===== src/sv/sdse_pkg.sv =====
`timescale 1ns / 1ps
`default_nettype none

package sdse_pkg;

    localparam int POS_W    = 8;
    localparam int APB_AW   = 3;
    localparam int APB_DW   = 32;

    localparam logic [POS_W-1:0] NO_BASELINE   = 8'd255;
    localparam logic [POS_W-1:0] MIN_THRESHOLD = 8'd4;
    localparam logic [POS_W-1:0] THR_RESET     = 8'd6;

    // register index, taken from paddr[2]
    localparam logic REG_STEP_THRESHOLD = 1'b0;

    typedef struct packed {
        logic             touched;
        logic [POS_W-1:0] position;
    } in_t;

    typedef struct packed {
        logic direction;
        logic last_click;
    } out_t;

    typedef enum logic [2:0] {
        S_IDLE,
        S_CHECK,
        S_NEG,
        S_TEST,
        S_STEP,
        S_SEND
    } state_t;

endpackage

`default_nettype wire


===== src/sv/sdse_sub.sv =====
`timescale 1ns / 1ps
`default_nettype none

module sdse_sub (
    input  wire logic [sdse_pkg::POS_W-1:0] a,
    input  wire logic [sdse_pkg::POS_W-1:0] b,
    output logic      [sdse_pkg::POS_W-1:0] diff,
    output logic                            borrow
);
    import sdse_pkg::*;

    logic [POS_W:0] full;

    // borrow set means a < b
    assign full   = {1'b0, a} - {1'b0, b};
    assign diff   = full[POS_W-1:0];
    assign borrow = full[POS_W];

endmodule

`default_nettype wire


===== src/sv/slider_delta_step_encoder_core.sv =====
`timescale 1ns / 1ps
`default_nettype none

// Slider delta step encoder. Each input beat is one poll sample (touched flag and 8-bit
// position); each output beat is one volume click (direction, last_click). All arithmetic
// runs through a single 8-bit subtractor under a small sequencer, and in_ready is high only
// while the sequencer is idle. A released sample, or one that sets a new baseline, passes
// through S_CHECK alone; a touched sample with a change below step_threshold adds S_TEST
// (rise) or S_NEG and S_TEST (fall); a sample that makes n clicks then runs S_STEP and
// S_SEND per click (the subtractor removing one threshold each), S_SEND holding while
// out_ready is low. step_threshold is at APB byte address 0; values below 4 act as 4.
module slider_delta_step_encoder_core (
    input  wire logic                             clk,
    input  wire logic                             rst_n,
    input  wire logic                             in_valid,
    output logic                                  in_ready,
    input  wire sdse_pkg::in_t                    in_data,
    output logic                                  out_valid,
    input  wire logic                             out_ready,
    output sdse_pkg::out_t                        out_data,
    input  wire logic                             psel,
    input  wire logic                             penable,
    input  wire logic                             pwrite,
    input  wire logic [sdse_pkg::APB_AW-1:0]      paddr,
    input  wire logic [sdse_pkg::APB_DW-1:0]      pwdata,
    output logic      [sdse_pkg::APB_DW-1:0]      prdata,
    output logic                                  pready
);
    import sdse_pkg::*;

    state_t           state_reg, state_next;
    logic [POS_W-1:0] thr_reg;
    logic [POS_W-1:0] thr_eff;
    logic [POS_W-1:0] baseline_reg;
    logic [POS_W-1:0] rem_reg;
    logic [POS_W-1:0] pos_reg;
    logic             touched_reg;
    logic             dir_reg;
    logic             last_reg;

    logic [POS_W-1:0] op_a, op_b, diff;
    logic             borrow;

    sdse_sub u_sub (
        .a      (op_a),
        .b      (op_b),
        .diff   (diff),
        .borrow (borrow)
    );

    assign thr_eff = (thr_reg < MIN_THRESHOLD) ? MIN_THRESHOLD : thr_reg;

    // APB
    assign pready = 1'b1;
    always_comb
    begin
        prdata = '0;
        if (paddr[2] == REG_STEP_THRESHOLD)
        begin
            prdata[POS_W-1:0] = thr_reg;
        end
    end

    always_ff @(posedge clk or negedge rst_n)
    begin
        if (!rst_n)
        begin
            thr_reg <= THR_RESET;
        end
        else if (psel && penable && pwrite && paddr[2] == REG_STEP_THRESHOLD)
        begin
            thr_reg <= pwdata[POS_W-1:0];
        end
    end

    // next state
    always_comb
    begin
        state_next = state_reg;
        unique case (state_reg)
            S_IDLE:
            begin
                if (in_valid)
                begin
                    state_next = S_CHECK;
                end
            end
            S_CHECK:
            begin
                if (!touched_reg || baseline_reg == NO_BASELINE)
                begin
                    state_next = S_IDLE;
                end
                else if (borrow)
                begin
                    state_next = S_NEG;
                end
                else
                begin
                    state_next = S_TEST;
                end
            end
            S_NEG:
            begin
                state_next = S_TEST;
            end
            S_TEST:
            begin
                state_next = borrow ? S_IDLE : S_STEP;
            end
            S_STEP:
            begin
                state_next = S_SEND;
            end
            S_SEND:
            begin
                if (out_ready)
                begin
                    state_next = last_reg ? S_IDLE : S_STEP;
                end
            end
            default:
            begin
                state_next = S_IDLE;
            end
        endcase
    end

    // outputs and subtractor operands
    always_comb
    begin
        in_ready  = 1'b0;
        out_valid = 1'b0;
        op_a      = rem_reg;
        op_b      = thr_eff;
        unique case (state_reg)
            S_IDLE:
            begin
                in_ready = 1'b1;
            end
            S_CHECK:
            begin
                op_a = pos_reg;
                op_b = baseline_reg;
            end
            S_NEG:
            begin
                op_a = baseline_reg;
                op_b = pos_reg;
            end
            S_TEST, S_STEP:
            begin
                op_a = rem_reg;
                op_b = thr_eff;
            end
            S_SEND:
            begin
                out_valid = 1'b1;
            end
            default:
            begin
                in_ready = 1'b0;
            end
        endcase
    end

    assign out_data = '{direction: dir_reg, last_click: last_reg};

    always_ff @(posedge clk or negedge rst_n)
    begin
        if (!rst_n)
        begin
            state_reg    <= S_IDLE;
            baseline_reg <= NO_BASELINE;
        end
        else
        begin
            state_reg <= state_next;
            if (state_reg == S_CHECK)
            begin
                if (!touched_reg)
                begin
                    baseline_reg <= NO_BASELINE;
                end
                else if (baseline_reg == NO_BASELINE)
                begin
                    baseline_reg <= pos_reg;
                end
            end
            else if (state_reg == S_TEST && !borrow)
            begin
                // at least one click: nothing reads the baseline until idle
                baseline_reg <= pos_reg;
            end
        end
    end

    // payload registers
    always_ff @(posedge clk)
    begin
        unique case (state_reg)
            S_IDLE:
            begin
                if (in_valid)
                begin
                    touched_reg <= in_data.touched;
                    pos_reg     <= in_data.position;
                end
            end
            S_CHECK:
            begin
                dir_reg <= borrow;
                rem_reg <= diff;
            end
            S_NEG:
            begin
                rem_reg <= diff;
            end
            S_TEST:
            begin
                // remainder after the first click
                rem_reg <= diff;
            end
            S_STEP:
            begin
                last_reg <= borrow;
                if (!borrow)
                begin
                    rem_reg <= diff;
                end
            end
            S_SEND:
            begin
                last_reg <= last_reg;
            end
            default:
            begin
                last_reg <= last_reg;
            end
        endcase
    end

endmodule

`default_nettype wire


===== config.mk =====
export PLATFORM = sky130hd
export DESIGN_NAME = slider_delta_step_encoder_core
export DESIGN_NICKNAME = d
export VERILOG_FILES = /design/src/sv/sdse_pkg.sv /design/src/sv/sdse_sub.sv /design/src/sv/slider_delta_step_encoder_core.sv
export SDC_FILE = /design/constraint.sdc
export NUM_CORES = 1
export LEC_CHECK = 0
export ABC_AREA = 1
export CAP_MARGIN = 10
export CORE_AREA = 2 2 83 85
export DETAILED_ROUTE_END_ITERATION = 12
export DIE_AREA = 0 0 85 87
export DONT_BUFFER_PORTS = 1
export SETUP_SLACK_MARGIN = 0.05
export SKIP_CTS_REPAIR_TIMING = 1
export SLEW_MARGIN = 10
export SYNTH_ARGS = -nofsm -noshare
export SYNTH_HDL_FRONTEND = slang
export SYNTH_SLANG_ARGS = --single-unit

===== constraint.sdc =====
create_clock -name clk -period 4.6 [get_ports clk]
set_input_delay 0.46 -clock clk [delete_from_list [all_inputs] [get_ports clk]]
set_output_delay 0.46 -clock clk [all_outputs]
set_load 0.05 [all_outputs]

# Word-level counts from Yosys, hierarchy flattened
# Index checks and enable logic that the tools add are counted.
# word_totals
reg_bits	38
out_inout_bits	37
word_cells	55
in_bits	51
# classes
reduce_logical	15
n_lt_le_gt_ge	1
n_eq_ne	10
n_mux	19
bitwise_logic	1
addsub	1
# ops
cell	n
$mux 8	7
$pmux 8 s2	3
$pmux 3 s6	1
$mux 3	4
$sub 8x8->9	1
$eq 8x8->1 const B	1
$lt 8x3->1 const B	1
$reduce_and 2->1	4
$eq 3x2->1 const B	2
$eq 3x3->1 const B	2
$ne 2x2->1 const B	3
$logic_and 1x1->1	4
$reduce_bool 2->1	2
$eq 3x1->1 const B	1
$logic_not 3->1	1
$mux 1	3
$ne 3x3->1 const B	1
$reduce_or 3->1	1
$logic_not 1->1	2
$mux 2	1
$logic_or 1x1->1	1
$not 1->1	1

# Longest topological paths before layout
# logic_depth
ltp_word	8
ltp_mapped	17
mapped_depth_nobuf	17

# Cells and area by module
# From an unflattened synthesis, not the netlist that was laid out.
# hier_totals
cells_unflattened	313
area_unflattened_um2	2548.7
# by_module_without_submodules
mod	n_inst	cells_each	area_each_um2
slider_delta_step_encoder_core	1	242	2148.3
sdse_sub	1	71	400.4

# Worst setup path before layout
# Ideal clock, no wire load.
# synth_timing
kind	reg-to-reg
startpoint	register state_reg[1]
endpoint	register rem_reg[0] (enable)
n_path_buf	2
setup_time_ns	0.375
path_stages_with_launch	16
slack_ns	1.917
required_time_ns	4.225
synth_period_minus_slack_ns	2.683
t_arrival_ns	2.308
cell_sequence	dfrtp_1 > inv_2 > nand3_2 > buf_6 > buf_6 > o22ai_1 > a21oi_2 > ha_1 > inv_1 > fa_1 > nand2_1 > nand2_1 > nand3_1 > nand2_2 > nand2_1 > a21oi_1
# synth_between
elab_chain_cells	5
word_cells_on_any_way	11
classes_between	add/sub: 1; eq/ne: 5; mux: 2; reduce/logical: 3
# synth_rtl
item	line_no	source
from (decl)	slider_delta_step_encoder_core.sv:31	state_t state_reg, state_next;
from (signal assigned)	slider_delta_step_encoder_core.sv:178	state_reg <= state_next;
$eq 3x2->1 or $eq 3x1->1 (tied branches)	slider_delta_step_encoder_core.sv:136, slider_delta_step_encoder_core.sv:201	
$pmux 8 s2	slider_delta_step_encoder_core.sv:136	unique case (state_reg)
$sub 8x8->9	sdse_sub.sv:15	assign full = {1'b0, a} - {1'b0, b};
$ne 2x2->1 (no line)	-	
$reduce_and 2->1 (no line) *	-	
to (signal assigned)	slider_delta_step_encoder_core.sv:213	rem_reg <= diff;
to (signal assigned)	slider_delta_step_encoder_core.sv:217	rem_reg <= diff;
to (signal assigned)	slider_delta_step_encoder_core.sv:222	rem_reg <= diff;
to (decl)	slider_delta_step_encoder_core.sv:35	logic [POS_W-1:0] rem_reg;
# Mark *: on every way between the ends. The rest lies on a longest branch, timed or not.
# A chain may end at the register's enable or synchronous reset.

# Worst setup path in the final report
# layout_timing
startpoint	register state_reg[2]
endpoint	register rem_reg[7] (enable)
# The elaborated chain is that of the path after synthesis.

==> results.md <==
* Post-synthesis register bit count at 38
* Full die area at ~7400 µm²
* Final hold vios at 0
* Critical Path AT at approximately 3100 ps
* H-tree lvl count at 2
* CTS Sinks at 38
* Area leader, netlist: edfxtp_1
* GRT Total Usage at between 10% and 20%
* Routed vias at approximately 1,700
* Commonest cells post-synth: 58 x nand2_1, 36 x inv_1, 30 x nor2_1, 28 x buf_4, 19 x edfxtp_1
* Final Max Tran Viols at 0
* Stages on the worst setup path at 15
* Clk_lat worst skew at roughly 290 ps
* Post-route insts no fill at about 370
* Final min period at 3160 ps
* Delay-heaviest family, CP: simple AND/OR/NAND/NOR gates
* Warnings from Yosys at 0
* Endpoints failing setup at 0
* Slowest-stage cell, CP: a21oi_1
* WP data required at between 4000 and 5000 ps
* Final Cycle Share at 68.6%
* Top cells by area, synth: edfxtp_1 23%, dfstp_2 10%, dfrtp_1 9.0%, nand2_1 8.7%, buf_4 8.4%
* Synthesized instance count at about 290
* Final ANT Viol Nets at 0
* Pwr dens at between 900 and 1000 nW/µm²
* Setup TNS at 0 ps
* Site Rows at 30
* Final Wtd Congestion at 0.802
* Hold Crit Depth at 0
* TritonCTS clock tree: yes
* Top-count cell post-synth: nand2_1
* MaxCap Viol Count at 0
* Routed WL at approximately 4.4 mm
* Port Buf Inserts at 0
* Clock transition at path regs at approximately 80 ps
* Initial antenna violation count at 0
* Total gr overflow at 0
* Via density at ~4.6
* Post-synth ARST share at 50.0%
* Placed Area at around 2400 µm²
* Number of buffers on the longest clock path at 2
* Die Height at 87 µm
* Worst min path class: in -> reg
* Initial Util at a little under two fifths
* WS Path Type: reg -> reg
* Ports at 88
* Most used cell, CP: nand2_1
* Area Overhead vs Synth at 1.89%
* Peak supply drop at a little under 0.4 mV
* DRT Pass-1 Iters at 4
* Seq/Total Area, Yosys at 42.1%
* Max-slew headroom at about two fifths
* First DRT Iteration DRCs at 94
* Global-route wire length before repair at 7.24 mm
* Die width at about 85 µm
* WL/cell at around 12 µm
* Distinct cells, synth at 35
* Synth top area share at between 20% and 30%
* Final instance area at ~2600 µm²
* Crit path max fanout at 15
* Root Buffer: clkbuf_8
* Status: complete, no violations
* Post-layout util at approximately two fifths
* Worst Setup End Kind: flip-flop
* Vias in the first global route at approximately 1,500
* WP buf/inv at 3
* RSZ-0062 raised after global routing: no
* Num CTS Buffers at 5
* Pin count of the biggest net entering global routing at 21
* Post-synth EDFFs at 19
* Worst slew pin tran at 911 ps
* Worst Setup Start Kind: flip-flop
* Fin Clk Skew at 11.1 ps
* Layout cells sized above 1 at between 10% and 20%
* Syn_area_per_cell at ~8.7 µm²
* Total core area at about 6600 µm²
* Placed Cells at between 300 and 400
* Crit-path max cell delay at between 600 and 700 ps
* Final net count at approximately 350
* Power Total at 2.40 mW
* Post-Syn Area at 2510 µm²
* Ys flop type: edfxtp_1
* Fmax at around 0.32 GHz
* Hpwl dp at 3.57 mm
* LEAKAGE at between 1 and 1.5 nW
* FF-to-FF path depth at 15
* N_diodes at 0
* DR DRC count at 0
* Crit path cell chain: inv_2 -> nand3_2 -> nand2_2 -> inv_4 -> nand3_1 -> o221ai_1 -> ha_1 -> inv_1 -> fa_1 -> nand2_1 -> nand2_1 -> nand3_1 -> nand2_2 -> nand2_1 -> a21oi_1
kinds of logic after synthesis:
kind of cell    after synthesis  share of synthesized area, %
xor+xnor                      6                          2.09
simple gates                118                          21.2
fa+ha+maj                     9                          4.78
compound gates               41                          12.3
buf+inv                      75                          17.2
flops                        38                          42.1
other cells                   2                         0.299
layout by cell type, fill, tap and decap left out, types with 2 or more instances in the layout:
master	n
a21oi_1	15
a21oi_2	6
buf_4	2
clkbuf_8	8
conb_1	25
dfrtp_1	9
dfstp_2	10
edfxtp_1	19
ha_1	8
inv_1	36
inv_2	3
inv_4	2
nand2_1	58
nand2_2	5
nand2_4	3
nand3_1	13
nand3_2	2
nor2_1	30
o221ai_1	5
o221ai_2	3
o22ai_1	8
or2_1	3
xnor2_1	3
xor2_1	3
final timing paths:
kind | from | slack [ps] | endpoint
max in group asynchronous | rst_n | 3340 | thr_reg[0]$_DFFE_PN0P_
hold / removal | in_data[8] | 260 | touched_reg$_DFFE_PP_
min in group asynchronous | rst_n | 720 | state_reg[0]$_DFFE_PN0P_
setup / recovery | state_reg[2]$_DFFE_PN0P_ | 1440 | rem_reg[7]$_DFFE_PP_
hold reg to reg | baseline_reg[2]$_DFFE_PN1P_ | 500 | baseline_reg[2]$_DFFE_PN1P_
setup reg to reg | state_reg[2]$_DFFE_PN0P_ | 1440 | rem_reg[7]$_DFFE_PP_
through the flow:
| step | setup slack, ps | hold WS, ps |
|---|---|---|
| global placement | 1410 | 165 |
| floorplan | 1920 | 164 |
| global route | 1160 | 244 |
| finish | 1440 | 258 |
| detailed placement | 1380 | 165 |
| CTS | 1360 | -157 |
area by class of cell:
cell class                      count  area [µm²]
Tap cell                           80         100
Sequential cell                    38        1060
Timing Repair Buffer                3        25.0
Fill cell                         640        4010
Clock buffer                        8         110
Multi-Input combinational cell    199        1110
Inverter                           41         159
where the power goes:
group | internal (mW) | leakage, nW | switching, mW
clock | 0.152 | 0.0575 | 0.120
combinational | 0.506 | 0.796 | 0.907
sequential | 0.614 | 0.388 | 0.101
routing by layer:
layer	GRT usage, %	part of all wire (%)	wire (µm)	vias up
met5	0	0	0	-
met4	4.76	1.5	67	0
met3	2.56	3.2	143	8
met2	20.3	47	2080	44
met1	16.2	48	2150	771
li1	-	-	-	889
(Power assumes the default switching activity.)
